--- config.mk ---
export PLATFORM = sky130hd
export DESIGN_NAME = sensor_outlier_and_delta_trigger_top_flat
export DESIGN_NICKNAME = d
export VERILOG_FILES = /design/src/sodt_pkg.sv /design/src/sodt_ifs.sv /design/src/sodt_div.sv /design/src/sodt_ring.sv /design/src/sodt_trig.sv /design/src/sensor_outlier_and_delta_trigger_top.sv /design/src/flat_wrapper.sv
export SDC_FILE = /design/constraint.sdc
export NUM_CORES = 1
export LEC_CHECK = 0
export ABC_AREA = 1
export ABC_CLOCK_PERIOD_IN_PS = 12900
export BUFFER_PORTS_ARGS = -buffer_cell sky130_fd_sc_hd__buf_4
export CORE_ASPECT_RATIO = 2
export CORE_MARGIN = 4
export CORE_UTILIZATION = 60
export CTS_BUF_LIST = sky130_fd_sc_hd__clkbuf_2
export CTS_CLUSTER_DIAMETER = 100
export CTS_CLUSTER_SIZE = 25
export DETAILED_ROUTE_END_ITERATION = 16
export PLACE_DENSITY = 0.75
export SETUP_SLACK_MARGIN = 0.15
export SLEW_MARGIN = 20
export SYNTH_ARGS = -nofsm -noshare
export SYNTH_HDL_FRONTEND = slang
export SYNTH_SLANG_ARGS = --single-unit
--- constraint.sdc ---
create_clock -name clk_i -period 12.9 [get_ports clk_i]
set_input_delay 0.645 -clock clk_i [delete_from_list [all_inputs] [get_ports clk_i]]
set_output_delay 0.645 -clock clk_i [all_outputs]
set_load 0.01 [all_outputs]
--- src/sodt_pkg.sv ---
`timescale 1ns / 1ps
`default_nettype none
// ----------------------------------------------------------------------------
// sodt_pkg: shared widths and types
// Field widths, serial divider sizes and the send-on-delta decision struct.
// ----------------------------------------------------------------------------
package sodt_pkg;

  localparam int TEMP_W  = 15;  // raw temperature, signed hundredths
  localparam int HUM_W   = 14;  // raw humidity, unsigned hundredths
  localparam int OUT_W   = 15;  // stored values after offset
  localparam int WHOLE_W = 9;   // whole-degree value, signed
  localparam int DEV_W   = 9;   // deviation from average
  localparam int TRIG_W  = 10;  // trigger registers
  localparam int DVD_W   = 15;  // divider dividend magnitude
  localparam int DVS_W   = 7;   // divider divisor
  localparam int QD_W    = 8;   // quotient bits produced, one per cycle

  typedef struct packed {
    logic load;  // reference takes the held value
    logic send;  // delta exceeded since last send
  } trig_t;

endpackage
`default_nettype wire

--- src/sodt_ifs.sv ---
`timescale 1ns / 1ps
`default_nettype none
// ----------------------------------------------------------------------------
// sodt_ifs: item channels
// Valid/ready channels for the reading item and the result item.
// ----------------------------------------------------------------------------
interface sodt_in_if;
  logic                                valid;
  logic                                ready;
  logic signed [sodt_pkg::TEMP_W-1:0]  raw_temperature;
  logic        [sodt_pkg::HUM_W-1:0]   raw_humidity;

  modport source (output valid, output raw_temperature, output raw_humidity, input ready);
  modport sink   (input valid, input raw_temperature, input raw_humidity, output ready);
endinterface

interface sodt_out_if;
  logic                               valid;
  logic                               ready;
  logic signed [sodt_pkg::OUT_W-1:0]  temperature_out;
  logic signed [sodt_pkg::OUT_W-1:0]  humidity_out;
  logic                               sample_accepted;
  logic        [sodt_pkg::DEV_W-1:0]  deviation;
  logic                               send_temperature;
  logic                               send_humidity;

  modport source (output valid, output temperature_out, output humidity_out,
                  output sample_accepted, output deviation, output send_temperature,
                  output send_humidity, input ready);
  modport sink   (input valid, input temperature_out, input humidity_out,
                  input sample_accepted, input deviation, input send_temperature,
                  input send_humidity, output ready);
endinterface
`default_nettype wire

--- src/sodt_div.sv ---
`timescale 1ns / 1ps
`default_nettype none
// ----------------------------------------------------------------------------
// sodt_div: bit-serial restoring divider
// One quotient bit per cycle; the dividend magnitude is
// known to give a quotient below 256. Sign applied at the output.
// ----------------------------------------------------------------------------
module sodt_div (
  input  wire logic                                clk_i,
  input  wire logic                                rst_ni,
  input  wire logic                                start_i,
  input  wire logic [sodt_pkg::DVD_W-1:0]          dvd_i,
  input  wire logic [sodt_pkg::DVS_W-1:0]          dvs_i,
  input  wire logic                                neg_i,
  output logic                                     done_o,
  output logic signed [sodt_pkg::WHOLE_W-1:0]      quot_o
);

  localparam int QD_W  = sodt_pkg::QD_W;
  localparam int DVS_W = sodt_pkg::DVS_W;
  localparam int CW    = $clog2(QD_W);
  localparam logic [CW-1:0] LastCnt = CW'(QD_W - 1);

  logic [DVS_W-1:0] rem_q;
  logic [DVS_W-1:0] dvs_q;
  logic [QD_W-1:0]  sh_q;
  logic [CW-1:0]    cnt_q;
  logic             busy_q;
  logic             done_q;
  logic             neg_q;

  logic [DVS_W:0]   trial;
  logic             ge;
  logic [DVS_W:0]   diff;

  assign trial = {rem_q, sh_q[QD_W-1]};
  assign ge    = trial >= {1'b0, dvs_q};
  assign diff  = trial - {1'b0, dvs_q};

  always_ff @(posedge clk_i or negedge rst_ni) begin
    if (!rst_ni) begin
      busy_q <= 1'b0;
      done_q <= 1'b0;
      cnt_q  <= '0;
    end else begin
      done_q <= 1'b0;
      if (start_i) begin
        busy_q <= 1'b1;
        cnt_q  <= '0;
      end else if (busy_q) begin
        cnt_q <= cnt_q + 1'b1;
        if (cnt_q == LastCnt) begin
          busy_q <= 1'b0;
          done_q <= 1'b1;
        end
      end
    end
  end

  always_ff @(posedge clk_i) begin
    if (start_i) begin
      rem_q <= dvd_i[sodt_pkg::DVD_W-1:QD_W];
      sh_q  <= dvd_i[QD_W-1:0];
      dvs_q <= dvs_i;
      neg_q <= neg_i;
    end else if (busy_q) begin
      rem_q <= ge ? diff[DVS_W-1:0] : trial[DVS_W-1:0];
      sh_q  <= {sh_q[QD_W-2:0], ge};
    end
  end

  assign done_o = done_q;
  assign quot_o = neg_q ? -$signed({1'b0, sh_q}) : $signed({1'b0, sh_q});

endmodule
`default_nettype wire

--- src/sodt_ring.sv ---
`timescale 1ns / 1ps
`default_nettype none
// ----------------------------------------------------------------------------
// sodt_ring: window memory
// Single-port store of whole-degree samples with registered read data.
// ----------------------------------------------------------------------------
module sodt_ring #(
  parameter int DEPTH = 8,
  parameter int AW    = 3
) (
  input  wire logic                                  clk_i,
  input  wire logic                                  rd_en_i,
  input  wire logic                                  wr_en_i,
  input  wire logic [AW-1:0]                         addr_i,
  input  wire logic signed [sodt_pkg::WHOLE_W-1:0]   wr_data_i,
  output logic signed [sodt_pkg::WHOLE_W-1:0]        rd_data_o
);

  logic signed [sodt_pkg::WHOLE_W-1:0] mem_q [DEPTH];
  logic signed [sodt_pkg::WHOLE_W-1:0] rd_q;

  always_ff @(posedge clk_i) begin
    if (wr_en_i) begin
      mem_q[addr_i] <= wr_data_i;
    end
  end

  always_ff @(posedge clk_i) begin
    if (rd_en_i) begin
      rd_q <= mem_q[addr_i];
    end
  end

  assign rd_data_o = rd_q;

endmodule
`default_nettype wire

--- src/sodt_trig.sv ---
`timescale 1ns / 1ps
`default_nettype none
// ----------------------------------------------------------------------------
// sodt_trig: send-on-delta decision
// Compares the held value with the last sent reference against trigger*10.
// ----------------------------------------------------------------------------
module sodt_trig (
  input  wire logic                                en_i,
  input  wire logic signed [sodt_pkg::OUT_W-1:0]   held_i,
  input  wire logic signed [sodt_pkg::OUT_W-1:0]   ref_i,
  input  wire logic                                ref_vld_i,
  input  wire logic [sodt_pkg::TRIG_W-1:0]         trig_i,
  output sodt_pkg::trig_t                          dec_o
);

  localparam int OUT_W = sodt_pkg::OUT_W;
  localparam int THR_W = sodt_pkg::TRIG_W + 4;

  logic signed [OUT_W:0] diff;
  logic        [OUT_W:0] mag;
  logic        [THR_W-1:0] thr;
  logic                  over;

  assign diff = (OUT_W+1)'(held_i) - (OUT_W+1)'(ref_i);
  assign mag  = diff[OUT_W] ? unsigned'(-diff) : unsigned'(diff);
  assign thr  = {1'b0, trig_i, 3'b000} + {3'b000, trig_i, 1'b0};
  assign over = mag > (OUT_W+1)'(thr);

  always_comb begin
    dec_o.load = en_i && (!ref_vld_i || over);
    dec_o.send = en_i && ref_vld_i && over;
  end

endmodule
`default_nettype wire

--- src/sensor_outlier_and_delta_trigger_top.sv ---
`timescale 1ns / 1ps
`default_nettype none
// ----------------------------------------------------------------------------
// sensor_outlier_and_delta_trigger_top: outlier filter with send-on-delta
// Offsets readings, keeps a moving average of whole degrees, rejects
// outliers and raises send flags when stored values move past a trigger.
// ----------------------------------------------------------------------------
//  channel  dir  handshake      payload
//  in_i     in   valid/ready    raw_temperature, raw_humidity
//  out_o    out  valid/ready    temperature_out, humidity_out, sample_accepted,
//                               deviation, send_temperature, send_humidity
//  cfg      in   cfg_we_i       cfg_idx_i, cfg_data_i
//
//  An item passes through S_TQ, S_DIV1, S_UPD, S_ACC, S_DIV2, S_TRG and S_FIN
//  from acceptance to the result register; two divider runs, one for whole
//  degrees and one for the average, set its length.
//  One item is in flight at a time; the next is taken once the result is
//  loaded, even while that result waits on out_o.ready.
//  Reset clears the window sum, average, fill count, slot and all valid flags.
// ----------------------------------------------------------------------------
module sensor_outlier_and_delta_trigger_top #(
  parameter int WINDOW_DEPTH = 8
) (
  input  wire logic        clk_i,
  input  wire logic        rst_ni,
  input  wire logic        cfg_we_i,
  input  wire logic [2:0]  cfg_idx_i,
  input  wire logic [9:0]  cfg_data_i,
  sodt_in_if.sink          in_i,
  sodt_out_if.source       out_o
);

  localparam int AW      = $clog2(WINDOW_DEPTH);
  localparam int CNT_W   = $clog2(WINDOW_DEPTH + 1);
  localparam int WHOLE_W = sodt_pkg::WHOLE_W;
  localparam int SUM_W   = WHOLE_W + $clog2(WINDOW_DEPTH);
  localparam int OUT_W   = sodt_pkg::OUT_W;
  localparam int DEV_W   = sodt_pkg::DEV_W;
  localparam int DvdW    = sodt_pkg::DVD_W;
  localparam int DvsW    = sodt_pkg::DVS_W;
  localparam logic [DvsW-1:0] TempDiv = DvsW'(100);

  typedef enum logic [2:0] {
    CFG_TEMP_OFF = 3'd0,
    CFG_HUM_OFF  = 3'd1,
    CFG_TEMP_TRG = 3'd2,
    CFG_HUM_TRG  = 3'd3,
    CFG_MAX_DEV  = 3'd4,
    CFG_HUM_EN   = 3'd5
  } cfg_idx_e;

  typedef enum logic [7:0] {
    S_IDLE = 8'b0000_0001,
    S_TQ   = 8'b0000_0010,
    S_DIV1 = 8'b0000_0100,
    S_UPD  = 8'b0000_1000,
    S_ACC  = 8'b0001_0000,
    S_DIV2 = 8'b0010_0000,
    S_TRG  = 8'b0100_0000,
    S_FIN  = 8'b1000_0000
  } state_e;

  function automatic logic signed [11:0] times10(input logic signed [7:0] o);
    logic signed [11:0] e;
    e = 12'(o);
    return (e <<< 3) + (e <<< 1);
  endfunction

  function automatic logic signed [14:0] sat15(input logic signed [15:0] v);
    if (v[15] != v[14]) begin
      return v[15] ? {1'b1, 14'd0} : {1'b0, {14{1'b1}}};
    end
    return v[14:0];
  endfunction

  // config
  logic signed [7:0] temp_off_q, hum_off_q;
  logic [9:0]        temp_trg_q, hum_trg_q;
  logic [7:0]        max_dev_q;
  logic              hum_en_q;

  state_e state_q, state_d;

  logic signed [OUT_W-1:0]   t_q;
  logic signed [WHOLE_W-1:0] whole_q;
  logic signed [WHOLE_W-1:0] avg_q;
  logic signed [SUM_W-1:0]   sum_q;
  logic [CNT_W-1:0]          fill_q;
  logic [AW-1:0]             slot_q;
  logic [DEV_W-1:0]          dev_q;
  logic                      acc_q;
  logic signed [OUT_W-1:0]   held_t_q, held_h_q, tref_q, href_q;
  logic                      held_t_vld_q, held_h_vld_q, tref_vld_q, href_vld_q;
  logic                      send_t_q, send_h_q;

  logic                      out_vld_q;
  logic signed [OUT_W-1:0]   out_t_q, out_h_q;
  logic                      out_acc_q, out_st_q, out_sh_q;
  logic [DEV_W-1:0]          out_dev_q;

  logic                      in_acc;
  logic                      fin_load;
  logic                      full;
  logic signed [OUT_W-1:0]   t_d, h_d;
  logic signed [WHOLE_W-1:0] last;
  logic signed [SUM_W-1:0]   sum_d;
  logic [SUM_W-1:0]          sum_mag;
  logic [OUT_W-1:0]          t_mag;
  logic signed [WHOLE_W:0]   avg_diff;
  logic [WHOLE_W:0]          avg_mag;

  logic                      div_start, div_done, div_neg;
  logic [DvdW-1:0]           div_dvd;
  logic [DvsW-1:0]           div_dvs;
  logic signed [WHOLE_W-1:0] div_quot;

  sodt_pkg::trig_t           tdec, hdec;

  assign in_acc   = in_i.valid && in_i.ready;
  assign in_i.ready = state_q == S_IDLE;
  assign fin_load = (state_q == S_FIN) && (!out_vld_q || out_o.ready);
  assign full     = fill_q == CNT_W'(WINDOW_DEPTH);

  assign t_d = sat15(16'(in_i.raw_temperature) + 16'(times10(temp_off_q)));
  assign h_d = sat15($signed({2'b00, in_i.raw_humidity}) + 16'(times10(hum_off_q)));

  assign sum_d    = sum_q + SUM_W'(whole_q) - (full ? SUM_W'(last) : SUM_W'(0));
  assign sum_mag  = sum_q[SUM_W-1] ? unsigned'(-sum_q) : unsigned'(sum_q);
  assign t_mag    = t_q[OUT_W-1] ? unsigned'(-t_q) : unsigned'(t_q);
  assign avg_diff = (WHOLE_W+1)'(avg_q) - (WHOLE_W+1)'(whole_q);
  assign avg_mag  = avg_diff[WHOLE_W] ? unsigned'(-avg_diff) : unsigned'(avg_diff);

  // divider operand select: whole degrees first, then the window average
  always_comb begin
    div_start = 1'b0;
    div_dvd   = DvdW'(t_mag);
    div_dvs   = TempDiv;
    div_neg   = t_q[OUT_W-1];
    case (state_q)
      S_TQ: begin
        div_start = 1'b1;
      end
      S_ACC: begin
        div_start = 1'b1;
        div_dvd   = DvdW'(sum_mag);
        div_dvs   = DvsW'(fill_q);
        div_neg   = sum_q[SUM_W-1];
      end
      default: begin
      end
    endcase
  end

  sodt_div u_div (
    .clk_i   (clk_i),
    .rst_ni  (rst_ni),
    .start_i (div_start),
    .dvd_i   (div_dvd),
    .dvs_i   (div_dvs),
    .neg_i   (div_neg),
    .done_o  (div_done),
    .quot_o  (div_quot)
  );

  sodt_ring #(
    .DEPTH (WINDOW_DEPTH),
    .AW    (AW)
  ) u_ring (
    .clk_i     (clk_i),
    .rd_en_i   (in_acc),
    .wr_en_i   (state_q == S_UPD),
    .addr_i    (slot_q),
    .wr_data_i (whole_q),
    .rd_data_o (last)
  );

  sodt_trig u_trig_t (
    .en_i      ((temp_trg_q != '0) && held_t_vld_q),
    .held_i    (held_t_q),
    .ref_i     (tref_q),
    .ref_vld_i (tref_vld_q),
    .trig_i    (temp_trg_q),
    .dec_o     (tdec)
  );

  sodt_trig u_trig_h (
    .en_i      (hum_en_q && (hum_trg_q != '0) && held_h_vld_q),
    .held_i    (held_h_q),
    .ref_i     (href_q),
    .ref_vld_i (href_vld_q),
    .trig_i    (hum_trg_q),
    .dec_o     (hdec)
  );

  always_comb begin
    state_d = state_q;
    case (state_q)
      S_IDLE:  if (in_acc) state_d = S_TQ;
      S_TQ:    state_d = S_DIV1;
      S_DIV1:  if (div_done) state_d = S_UPD;
      S_UPD:   state_d = S_ACC;
      S_ACC:   state_d = S_DIV2;
      S_DIV2:  if (div_done) state_d = S_TRG;
      S_TRG:   state_d = S_FIN;
      S_FIN:   if (fin_load) state_d = S_IDLE;
      default: state_d = S_IDLE;
    endcase
  end

  always_ff @(posedge clk_i or negedge rst_ni) begin
    if (!rst_ni) begin
      temp_off_q <= '0;
      hum_off_q  <= '0;
      temp_trg_q <= '0;
      hum_trg_q  <= '0;
      max_dev_q  <= 8'd5;
      hum_en_q   <= 1'b0;
    end else if (cfg_we_i) begin
      case (cfg_idx_e'(cfg_idx_i))
        CFG_TEMP_OFF: temp_off_q <= cfg_data_i[7:0];
        CFG_HUM_OFF:  hum_off_q  <= cfg_data_i[7:0];
        CFG_TEMP_TRG: temp_trg_q <= cfg_data_i;
        CFG_HUM_TRG:  hum_trg_q  <= cfg_data_i;
        CFG_MAX_DEV:  max_dev_q  <= cfg_data_i[7:0];
        CFG_HUM_EN:   hum_en_q   <= cfg_data_i[0];
        default: begin
        end
      endcase
    end
  end

  always_ff @(posedge clk_i or negedge rst_ni) begin
    if (!rst_ni) begin
      state_q      <= S_IDLE;
      sum_q        <= '0;
      avg_q        <= '0;
      fill_q       <= '0;
      slot_q       <= '0;
      held_t_vld_q <= 1'b0;
      held_h_vld_q <= 1'b0;
      tref_vld_q   <= 1'b0;
      href_vld_q   <= 1'b0;
      out_vld_q    <= 1'b0;
    end else begin
      state_q <= state_d;
      if (in_acc && hum_en_q) begin
        held_h_vld_q <= 1'b1;
      end
      if (state_q == S_UPD) begin
        sum_q <= sum_d;
        if (!full) begin
          fill_q <= fill_q + 1'b1;
        end
        slot_q <= (slot_q == AW'(WINDOW_DEPTH - 1)) ? '0 : slot_q + 1'b1;
      end
      if ((state_q == S_ACC) && ({1'b0, max_dev_q} > dev_q)) begin
        held_t_vld_q <= 1'b1;
      end
      if ((state_q == S_DIV2) && div_done) begin
        avg_q <= div_quot;
      end
      if ((state_q == S_TRG) && tdec.load) begin
        tref_vld_q <= 1'b1;
      end
      if ((state_q == S_TRG) && hdec.load) begin
        href_vld_q <= 1'b1;
      end
      if (fin_load) begin
        out_vld_q <= 1'b1;
      end else if (out_o.ready) begin
        out_vld_q <= 1'b0;
      end
    end
  end

  always_ff @(posedge clk_i) begin
    if (in_acc) begin
      t_q <= t_d;
      if (hum_en_q) begin
        held_h_q <= h_d;
      end
    end
    if ((state_q == S_DIV1) && div_done) begin
      whole_q <= div_quot;
    end
    if (state_q == S_UPD) begin
      dev_q <= (fill_q != '0) ? avg_mag[DEV_W-1:0] : '0;
    end
    if (state_q == S_ACC) begin
      acc_q <= {1'b0, max_dev_q} > dev_q;
      if ({1'b0, max_dev_q} > dev_q) begin
        held_t_q <= t_q;
      end
    end
    if (state_q == S_TRG) begin
      send_t_q <= tdec.send;
      send_h_q <= hdec.send;
      if (tdec.load) begin
        tref_q <= held_t_q;
      end
      if (hdec.load) begin
        href_q <= held_h_q;
      end
    end
    if (fin_load) begin
      out_t_q   <= held_t_vld_q ? held_t_q : '0;
      out_h_q   <= held_h_vld_q ? held_h_q : '0;
      out_acc_q <= acc_q;
      out_dev_q <= dev_q;
      out_st_q  <= send_t_q;
      out_sh_q  <= send_h_q;
    end
  end

  assign out_o.valid            = out_vld_q;
  assign out_o.temperature_out  = out_t_q;
  assign out_o.humidity_out     = out_h_q;
  assign out_o.sample_accepted  = out_acc_q;
  assign out_o.deviation        = out_dev_q;
  assign out_o.send_temperature = out_st_q;
  assign out_o.send_humidity    = out_sh_q;

endmodule
`default_nettype wire

--- src/flat_wrapper.sv ---
// flat-port wrapper written by rule: the top's interface ports become plain ports
module sensor_outlier_and_delta_trigger_top_flat 
#(
  parameter int WINDOW_DEPTH = 8
)
  (clk_i, rst_ni, cfg_we_i, cfg_idx_i, cfg_data_i, in_i_valid, in_i_raw_temperature, in_i_raw_humidity, in_i_ready, out_o_valid, out_o_temperature_out, out_o_humidity_out, out_o_sample_accepted, out_o_deviation, out_o_send_temperature, out_o_send_humidity, out_o_ready);
  sodt_in_if in_i_i ();
  sodt_out_if out_o_i ();
  input  wire logic clk_i;
  input  wire logic rst_ni;
  input  wire logic cfg_we_i;
  input  wire logic [2:0] cfg_idx_i;
  input  wire logic [9:0] cfg_data_i;
  input wire logic [$bits(in_i_i.valid)-1:0] in_i_valid;
  input wire logic [$bits(in_i_i.raw_temperature)-1:0] in_i_raw_temperature;
  input wire logic [$bits(in_i_i.raw_humidity)-1:0] in_i_raw_humidity;
  output wire logic [$bits(in_i_i.ready)-1:0] in_i_ready;
  output wire logic [$bits(out_o_i.valid)-1:0] out_o_valid;
  output wire logic [$bits(out_o_i.temperature_out)-1:0] out_o_temperature_out;
  output wire logic [$bits(out_o_i.humidity_out)-1:0] out_o_humidity_out;
  output wire logic [$bits(out_o_i.sample_accepted)-1:0] out_o_sample_accepted;
  output wire logic [$bits(out_o_i.deviation)-1:0] out_o_deviation;
  output wire logic [$bits(out_o_i.send_temperature)-1:0] out_o_send_temperature;
  output wire logic [$bits(out_o_i.send_humidity)-1:0] out_o_send_humidity;
  input wire logic [$bits(out_o_i.ready)-1:0] out_o_ready;
  assign in_i_i.valid = in_i_valid;
  assign in_i_i.raw_temperature = in_i_raw_temperature;
  assign in_i_i.raw_humidity = in_i_raw_humidity;
  assign in_i_ready = in_i_i.ready;
  assign out_o_valid = out_o_i.valid;
  assign out_o_temperature_out = out_o_i.temperature_out;
  assign out_o_humidity_out = out_o_i.humidity_out;
  assign out_o_sample_accepted = out_o_i.sample_accepted;
  assign out_o_deviation = out_o_i.deviation;
  assign out_o_send_temperature = out_o_i.send_temperature;
  assign out_o_send_humidity = out_o_i.send_humidity;
  assign out_o_i.ready = out_o_ready;
  sensor_outlier_and_delta_trigger_top #(.WINDOW_DEPTH(WINDOW_DEPTH)) u_core (.clk_i(clk_i), .rst_ni(rst_ni), .cfg_we_i(cfg_we_i), .cfg_idx_i(cfg_idx_i), .cfg_data_i(cfg_data_i), .in_i(in_i_i), .out_o(out_o_i));
endmodule
==> metrics.cfg, run 1 <==
[sta]
rsz0062_at_grt=false
hold_violations=0
max_freq_mhz=220
fin_hold_ws_ns=0.0492
tns_ns=0
worstMarginPinSlew_ns=1.26
setup_viol=0
report.final.slew_viol_count=0
skew_ns=0.155
fin_crit_sh=0.353
fin_crit_ns=4.55
max_slew_margin=0.151

[final_layout]
fillers=2756
multi_input_area_sq_um=9060
seqCellArea_sq_um=9490
final-instance-count-excl-fill=2776
syn_to_final_growth_pct=7.94
nets=2567
drive_above_1_share=0.0713

[clock_tree]
cts_made_buffers=17
cts_sinks=331
clkSlewWorstSetupHoldPaths_ns=0.50
cts_root_buf=clkbuf_2
cts_max_level=1
clk_latency_ns=0.99
cts_tree=yes
cts.repair.resized=0
clockBufferDepth=3

[global_routing]
antenna_found_initial=2
grt_pass1_vias=16000
overflow=0
grt_start_max_net_pins=61
grt_usage=0.295
grt_pass1_wl_mm=82.0

[synth]
syn_nets=2452
synth.yosys.seq_area_share=0.475
synthArstFlopShare=0.275
netlist_area_sq_um=20000
syn_avg_cell_area_sq_um=9.01
yosysUniqueCellTypes=56
yosysWarnings=0
netlist_instances=2218
synth_edf_count=240
ys_ff_latch=331
yosys_most_used_dff=edfxtp_1

[drt]
drt_iter0_drc=817
post_drt_via_cell_ratio=5.65
wirelength_mm=52.5
num_vias=15700
drc=0
antenna_left=0
detail_route.wl_per_cell_microns=18.9
first_pass_iters=6

[setup_path]
path_class=flip-flop to flip-flop
crit_path_start_kind=flip-flop
required_ns=13.66
reg2reg_from=u_core.held_h_q[2]
crit_arrival_ns=5.31
max_stage_delay_ns=0.53
path_max_fanout=15
worstRegToRegCells=25
r2r-end=u_core.href_q[6]
slowest_stage=edfxtp_1
cp-end-kind=flip-flop
critPathTopFamily=simple AND/OR/NAND/NOR gates
rrSetupSlack_ns=8.35
crit_buf_inv=3
crit_top_cell=nand2_1

[placed_design]
dp_hpwl_mm=42.0
gp_congestion=1.01
dp_cells=2723
port_buffers=90

[pwr]
irDropWorstVdd_mv=0.134
p_per_area_nw_per_um2=158
p_leak_nw=10.2

[status]
status=completed

[worst_hold_path]
min_path_type=input pin to asynchronous set/reset pin

[floorplan]
start_util=0.607
die_area_sq_um=36500
rows=94
fp.dieH_microns=266
coreArea_sq_um=32900
io_pins=91
die_x_microns=137

[run]
maxCapViolCount=0

[area by class of cell]
| class | instances | share of cell area |
|---|---|---|
| inverter | 354 | 0.0616 |
| tap | 432 | 0.0251 |
| clock buffer | 28 | 0.00650 |
| sequential | 331 | 0.440 |
| clock inverter | 1 | 0.000928 |
| multi-input combinational | 1504 | 0.420 |
| timing repair buffer | 125 | 0.0462 |
| antenna | 1 | 0.000116 |
[routing by layer]
layer | wire (microns) | global-route usage | up-vias | share of wire
li1 | - | - | 7595 | -
met1 | 16700 | 0.271 | 7424 | 0.32
met2 | 29000 | 0.567 | 439 | 0.55
met3 | 1830 | 0.0300 | 218 | 0.035
met4 | 4930 | 0.225 | 0 | 0.094
met5 | 0 | 0 | - | 0
[power breakdown]
group / switching, mW / leakage (nW) / internal, mW
Sequential: 0.153 / 3.36 / 1.36
Clock: 0.320 / 0.126 / 0.0593
Combinational: 0.972 / 6.71 / 0.557
Total: 1.44 / 10.2 / 1.97
[cells in the mapped netlist (all sizes together), types with 2 or more instances]
| library cell | n | area (sq um) |
|---|---|---|
| nand2 | 547 | 2070 |
| inv | 350 | 1310 |
| edfxtp | 240 | 7210 |
| ha | 154 | 1930 |
| nor2 | 149 | 567 |
| o21ai | 137 | 686 |
| a21oi | 122 | 618 |
| nand3 | 89 | 445 |
| dfrtp | 88 | 2200 |
| xor2 | 62 | 543 |
| xnor2 | 35 | 307 |
| nand4 | 34 | 213 |
| fa | 33 | 661 |
| nor3 | 32 | 170 |
| clkbuf | 21 | 78.8 |
| a22oi | 11 | 82.6 |
| a31oi | 11 | 68.8 |
| or2 | 11 | 68.8 |
| nor4 | 9 | 71.3 |
| buf | 8 | 55.0 |
| a221oi | 7 | 61.3 |
| a22o | 7 | 61.3 |
| o21bai | 7 | 52.6 |
| nand3b | 6 | 45.0 |
| o211ai | 6 | 45.0 |
| a211oi | 4 | 30.0 |
| clkinv | 4 | 15.0 |
| o21a | 4 | 30.0 |
| o22ai | 4 | 25.0 |
| a21boi | 3 | 22.5 |
| a21o | 3 | 22.5 |
| dfstp | 3 | 78.8 |
| o2111ai | 3 | 26.3 |
| o32ai | 3 | 26.3 |
| and2 | 2 | 12.5 |
| nor3b | 2 | 20.0 |
[how the worst max path moves through the flow]
stage / startpoint / end / depth (start not counted)
after global routing: u_core.held_h_q[2] / u_core.href_q[4] / 25
final: u_core.held_h_q[2] / u_core.href_q[6] / 25
after CTS: u_core.held_h_q[2] / u_core.href_q[6] / 25
after global placement: u_core.held_t_q[0] / u_core.tref_q[12] / 24
after floorplan: u_core.held_t_q[0] / u_core.tref_q[0] / 24
after detailed placement: u_core.held_t_q[0] / u_core.tref_q[13] / 24
[stage by stage]
step / area [sq um] / power (mW) / util / worst slack, ns
6_report: 21600 / 3.42 / 0.655 / 8.35
2_1_floorplan: 20000 / 2.58 / - / 8.86
5_1_grt: 21600 / 3.68 / 0.655 / 7.93
4_1_cts: 21600 / 3.42 / 0.655 / 8.36
3_3_place_gp: 21200 / 2.98 / 0.643 / 8.16
3_5_place_dp: 21200 / 3.03 / 0.643 / 8.42
[logic make-up after synthesis]
family | share of synthesized area
compound gates | 0.0951
xor+xnor | 0.0425
fa+ha+maj | 0.129
buf+inv | 0.0732
flops | 0.475
simple gates | 0.185
[sequential cells by signal, summed over array words and instances (netlist names), 12 cells and up]
| register | flops |
|---|---|
| u_core.sum_q | 12 |
| u_core.out_o.temperature_out | 15 |
| u_core.u_ring.mem_q | 72 |
| u_core.tref_q | 15 |
| u_core.out_o.humidity_out | 15 |
| u_core.href_q | 15 |
| u_core.held_h_q | 15 |
| u_core.held_t_q | 15 |
| u_core.t_q | 15 |
[repair_timing]
item	in CTS	in global routing
hold buffers	23	0
endpoints found under the hold margin	66	0
setup buffers	0	0
[cell usage in the layout, fill, tap and decap left out, types with 4 or more instances in the layout]
| cell | instances |
|---|---|
| a22oi_1 | 11 |
| a211oi_1 | 4 |
| a221oi_1 | 7 |
| xor2_1 | 62 |
| a22o_1 | 7 |
| nor3_1 | 28 |
| nor3_2 | 4 |
| a21oi_1 | 120 |
| xnor2_1 | 35 |
| edfxtp_1 | 240 |
| buf_4 | 102 |
| nand4_1 | 34 |
| nand3b_1 | 6 |
| clkbuf_2 | 28 |
| nand3_1 | 89 |
| nor4_1 | 8 |
| inv_1 | 347 |
| o21bai_1 | 7 |
| nand2_1 | 540 |
| or2_2 | 9 |
| nand2_2 | 7 |
| o21a_1 | 4 |
| o21ai_0 | 136 |
| dlygate4sd3_1 | 23 |
| nor2_1 | 143 |
| a31oi_1 | 11 |
| o22ai_1 | 4 |
| fa_1 | 33 |
| dfrtp_1 | 88 |
| nor2_2 | 5 |
| o211ai_1 | 6 |
| ha_1 | 154 |
| clkinv_1 | 4 |
Note: power is estimated with default switching activity, not from simulation.
==> run 2: changes to the inputs <==
--- a/config.mk
+++ b/config.mk
@@ -6,16 +6,16 @@
 export NUM_CORES = 1
 export LEC_CHECK = 0
 export ABC_AREA = 1
-export ABC_CLOCK_PERIOD_IN_PS = 12900
+export ABC_CLOCK_PERIOD_IN_PS = 3990
 export BUFFER_PORTS_ARGS = -buffer_cell sky130_fd_sc_hd__buf_4
 export CORE_ASPECT_RATIO = 2
 export CORE_MARGIN = 4
-export CORE_UTILIZATION = 60
+export CORE_UTILIZATION = 58
 export CTS_BUF_LIST = sky130_fd_sc_hd__clkbuf_2
 export CTS_CLUSTER_DIAMETER = 100
 export CTS_CLUSTER_SIZE = 25
 export DETAILED_ROUTE_END_ITERATION = 16
-export PLACE_DENSITY = 0.75
+export PLACE_DENSITY = 0.76
 export SETUP_SLACK_MARGIN = 0.15
 export SLEW_MARGIN = 20
 export SYNTH_ARGS = -nofsm -noshare
==> constraint.sdc (replaced) <==
create_clock -name clk_i -period 3.99 [get_ports clk_i]
set_input_delay 0.1995 -clock clk_i [delete_from_list [all_inputs] [get_ports clk_i]]
set_output_delay 0.1995 -clock clk_i [all_outputs]
set_load 0.01 [all_outputs]
==> run 2 against run 1 <==
Effect of this change:
- clock power rose to 3.2 times the previous value
- combinational power rose to 3.5 times the previous value
- power rose to 3.4 times the previous value
- non-clock buffer count up 103
- final area up 6.8%
- the flow now finishes with violations (negative setup slack)
- via count up 4.6%
- sequential share of layout area down 2.8 points
- maximum frequency up 12%
- final cell count up 3.9%
- global-route usage down 0.79 points
- first-iteration DRC count up 34%
- clock skew down 0.034 ns
==> metrics.cfg, run 2 (synthesis results as in run 1) <==
[floorplan]
coreArea_sq_um=33900
fp.dieH_microns=271
io_pins=91
die_x_microns=139
rows=95
die_area_sq_um=37700
start_util=0.590

[setup_path]
crit_arrival_ns=4.77
crit_path_start_kind=flip-flop
path_class=flip-flop to flip-flop
rrSetupSlack_ns=-0.06
cp-end-kind=flip-flop
required_ns=4.71
path_max_fanout=8
worstRegToRegCells=27
max_stage_delay_ns=0.53
slowest_stage=edfxtp_1
r2r-end=u_core.tref_q[14]
reg2reg_from=u_core.held_t_q[0]
crit_top_cell=buf_4

[worst_hold_path]
hold_path_end=u_core.t_q[6]
hold_start=in_i_raw_temperature[6]
min_path_type=input pin to flip-flop
whs_path_depth=5

[clock_tree]
cts_root_buf=clkbuf_2
cts_sinks=331
clk_latency_ns=1.03
cts_made_buffers=17
clkSlewWorstSetupHoldPaths_ns=0.49
cts_tree=yes
clockBufferDepth=3
cts_max_level=1

[final_layout]
multi_input_area_sq_um=9530
nets=2670
largest-register=u_core.u_ring.mem_q
final_cell_mix=nand2_1 (523), inv_1 (339), edfxtp_1 (240)
largest_reg_flops=72
drive_above_1_share=0.132
seqCellArea_sq_um=9490
final_common_cell=nand2_1
syn_to_final_growth_pct=15.3
fillers=2572

[drt]
num_vias=16400
post_drt_via_cell_ratio=5.69
antenna_left=0
detail_route.wl_per_cell_microns=19.1
wirelength_mm=55.2
drc=0
first_pass_iters=7
drt_iter0_drc=1095

[pwr]
finalPower_mw=11.5
p_per_area_nw_per_um2=499
p_leak_nw=10.8
irDropWorstVdd_mv=0.463

[sta]
worstMarginPinSlew_ns=1.09
rsz0062_at_grt=true
setup_viol=10
max_slew_margin=0.274
setup_slack_ns=-0.0600
fin_crit_ns=4.05
hold_violations=0
report.final.slew_viol_count=0
fin_hold_ws_ns=0.0681
tns_ns=-0.398
fin_crit_sh=1.02
max_freq_mhz=247
skew_ns=0.122

[global_routing]
grt_start_max_net_pins=62
antenna_found_initial=1
grt_pass1_vias=16900
grt_pass1_wl_mm=85.6
grt_usage=0.287
overflow=0

[placed_design]
port_buffers=90
dp_hpwl_mm=41.5
gp_congestion=0.954

[status]
violations=negative setup slack
status=complete, but fails checks

[run]
maxCapViolCount=0

## run 2: cell type report
cell class                      instances  area share
Multi-Input combinational cell       1504       0.414
Sequential cell                       331       0.412
Timing Repair Buffer                  228      0.0860
Inverter                              354      0.0577
Tap cell                              436      0.0237
Clock buffer                           28     0.00608
Clock inverter                          2     0.00103
Antenna cell                            1    0.000109
## run 2: worst max-delay path: cells and delay by family, from the launching register on
kind / cells / cell delay [ns]
flip-flops: 1 / 0.53
buffers and inverters: 14 / 1.66
AND/OR/NAND/NOR: 11 / 1.03
adder cells (fa/ha/maj): 2 / 0.58
## run 2: metrics by stage
stage,util,cell area (sq um),setup WS [ns],std cells
6_report,0.680,23000,-0.0600,2884
5_1_grt,0.680,23000,-0.162,2884
2_1_floorplan,-,20000,0.190,2218
3_5_place_dp,0.631,21400,-0.148,2749
4_1_cts,0.666,22600,0.0498,2868
3_3_place_gp,0.631,21400,-0.0184,2749
## run 2: repair_timing
item,CTS,global route
endpoints found under the setup margin,31,32
hold buffers,64,0
hold endpoints to repair,232,0
pin swaps,21,49
buffers inserted,24,14
cloned,1,1
gates resized for setup,46,83
## run 2: how the worst max path moves through the flow
stage | startpoint | endpoint | slack, ns | cells after the start
CTS | u_core.href_q[0] | u_core.href_q[2] | 0.05 | 25
finish | u_core.held_t_q[0] | u_core.tref_q[14] | -0.06 | 27
global route | u_core.held_h_q[0] | u_core.href_q[11] | -0.16 | 26
detailed placement | u_core.held_h_q[0] | u_core.href_q[5] | -0.15 | 21
global placement | u_core.held_t_q[10] | u_core.tref_q[13] | -0.02 | 25
floorplan | u_core.held_t_q[0] | u_core.tref_q[0] | 0.19 | 24
## run 2: power by group
part | internal, mW | total [mW] | switching (mW)
combinational | 2.09 | 5.40 | 3.31
clock | 0.194 | 1.22 | 1.03
sequential | 4.38 | 4.87 | 0.485
## run 2: routing by layer
metal | vias to the layer above | global-route usage | part of all wire | routed length, microns
met5 | - | 0 | 0 | 0
met1 | 7769 | 0.267 | 0.32 | 17400
met4 | 0 | 0.209 | 0.090 | 4960
met2 | 590 | 0.564 | 0.56 | 30800
met3 | 246 | 0.0246 | 0.036 | 2010
li1 | 7798 | - | - | -
==> run 3: changes to the inputs <==
--- a/config.mk
+++ b/config.mk
@@ -16,7 +16,6 @@
 export CTS_CLUSTER_SIZE = 25
 export DETAILED_ROUTE_END_ITERATION = 16
 export PLACE_DENSITY = 0.76
-export SETUP_SLACK_MARGIN = 0.15
 export SLEW_MARGIN = 20
 export SYNTH_ARGS = -nofsm -noshare
 export SYNTH_HDL_FRONTEND = slang
==> run 3 against run 2 <==
Effect of this change:
- the run still ends with negative setup slack left
- register-to-register slack improved by 0.02 ns
- routed wire length fell by 3.9%
- count of clock-buffer cells in the layout did not move
- combinational power barely moved
- sequential share of layout area rose by 0.26 points
- worst hold slack improved by 0.0089 ns
- flip-flop and latch count did not move
- die area did not move
- worst setup slack improved by 0.023 ns
- maximum frequency rose by 0.58%
- via count fell by 1.3%
- critical path type unchanged
- largest power group unchanged
==> metrics.cfg, run 3 (synthesis results as in run 1) <==
[final_layout]
final_cell_mix=nand2_1 (519), inv_1 (338), edfxtp_1 (240)
fillers=2625
syn_to_final_growth_pct=14.6
largest-register=u_core.u_ring.mem_q
largest_reg_flops=72
utilization=0.676
multi_input_area_sq_um=9570
nets=2650
seqCellArea_sq_um=9490
final_common_cell=nand2_1
drive_above_1_share=0.123

[sta]
fin_hold_ws_ns=0.0770
report.final.slew_viol_count=0
worstMarginPinSlew_ns=1.05
skew_ns=0.154
rsz0062_at_grt=true
setup_viol=1
fin_crit_ns=4.03
hold_violations=0
tns_ns=-0.0366
fin_crit_sh=1.01
setup_slack_ns=-0.0366
max_slew_margin=0.298
max_freq_mhz=248

[clock_tree]
clockBufferDepth=3
cts_tree=yes
clk_latency_ns=1.07
cts_made_buffers=17
clkSlewWorstSetupHoldPaths_ns=0.54
cts_sinks=331
cts_max_level=1
cts_root_buf=clkbuf_2

[pwr]
irDropWorstVdd_mv=0.436
pwr-share-seq=0.422
p_leak_nw=10.6
p_sw_frac=0.418
power.switching_mw=4.79
p_per_area_nw_per_um2=501
power.share.clock=0.107
p_int_mw=6.68
pwr-share-comb=0.471
finalPower_mw=11.5

[setup_path]
crit_arrival_ns=4.79
cp-end-kind=flip-flop
path_class=flip-flop to flip-flop
required_ns=4.75
path_max_fanout=8
crit_path_start_kind=flip-flop

[drt]
antenna_left=0
wirelength_mm=53.0
drc=0
post_drt_via_cell_ratio=5.65
drt_iter0_drc=1104
num_vias=16200
first_pass_iters=7
detail_route.wl_per_cell_microns=18.5

[worst_hold_path]
min_path_type=input pin to flip-flop

[floorplan]
io_pins=91
fp.dieH_microns=271
start_util=0.590
coreArea_sq_um=33900
die_area_sq_um=37700
die_x_microns=139
rows=95

[placed_design]
place_ws_ns=-0.00519
gp_congestion=0.978
dp_hpwl_mm=40.5
port_buffers=90

[global_routing]
antenna_found_initial=2
grt_pass1_wl_mm=81.9
overflow=0
grt_start_max_net_pins=41
grt_usage=0.272
grt_pass1_vias=16500

[status]
violations=negative setup slack
status=complete, but fails checks

[run]
maxCapViolCount=0

==> run 3: cell types whose count changed in the layout (fill, tap and decap cells not counted), sizes merged <==
cell         before  now
buf             163  137
dlygate4sd3      63   70
clkbuf           30   29
==> run 3: critical path: stages, from the launching register on <==
cell	delay, ns
edfxtp_1	0.49
ha_2	0.18
inv_2	0.06
fa_2	0.45
inv_4	0.10
ha_4	0.13
inv_2	0.04
nor2_4	0.07
nand3_2	0.08
nor2_1	0.11
nand2_1	0.09
nor2_2	0.13
nand2_2	0.09
nand2_2	0.07
xor2_1	0.14
inv_1	0.09
ha_4	0.23
nand2_4	0.09
nor2_4	0.04
a211oi_2	0.24
a21oi_2	0.08
o21ai_1	0.19
nand3_2	0.17
nor2_4	0.14
nor2_4	0.06
buf_6	0.14
==> run 3: layer usage <==
metal,vias up,part of all wire,track usage
met1,7679,0.32,0.254
li1,7753,-,-
met4,0,0.089,0.202
met2,524,0.55,0.532
met5,-,0,0
met3,236,0.034,0.0237
==> run 3: power by group through the flow <==
stage	Combinational, mW	Sequential [mW]	Clock (mW)
2_1_floorplan	3.65	4.69	0
5_1_grt	6.04	4.89	1.36
6_report	5.40	4.84	1.22
3_5_place_dp	4.82	4.91	0
3_3_place_gp	4.63	4.89	0
4_1_cts	5.02	4.83	1.24
==> run 3: layout make-up <==
class	count	area share
Antenna cell	1	0.000109
Clock buffer	28	0.00612
Tap cell	436	0.0238
Multi-Input combinational cell	1504	0.418
Sequential cell	331	0.414
Timing Repair Buffer	208	0.0780
Clock inverter	2	0.00104
Inverter	354	0.0584
==> run 3: per-stage QoR <==
| step | cell area, sq um | cells |
|---|---|---|
| after floorplan | 20000 | 2218 |
| after global placement | 21300 | 2740 |
| after detailed placement | 21300 | 2740 |
| after CTS | 22200 | 2843 |
| after global routing | 22900 | 2864 |
| final | 22900 | 2864 |
==> run 3: final timing paths <==
path	from	endpoint	slack [ns]	cells past startpoint
max in group asynchronous	rst_ni	u_core.max_dev_q[2]	3.14	4
max reg2reg	u_core.href_q[0]	u_core.href_q[1]	-0.04	25
min reg2reg	u_core.held_h_q[0]	u_core.href_q[0]	0.37	0
min	cfg_data_i[6]	u_core.hum_trg_q[6]	0.08	4
min in group asynchronous	rst_ni	u_core.out_o.valid	0.24	4
max	u_core.href_q[0]	u_core.href_q[1]	-0.04	25
==> run 3: repair_timing <==
item,4_1_cts,5_1_grt
endpoints found under the setup margin,22,31
buffers inserted,2,18
cloned,0,2
hold buffers,71,0
gates resized for setup,12,121
endpoints found under the hold margin,229,0
pin swaps,5,42
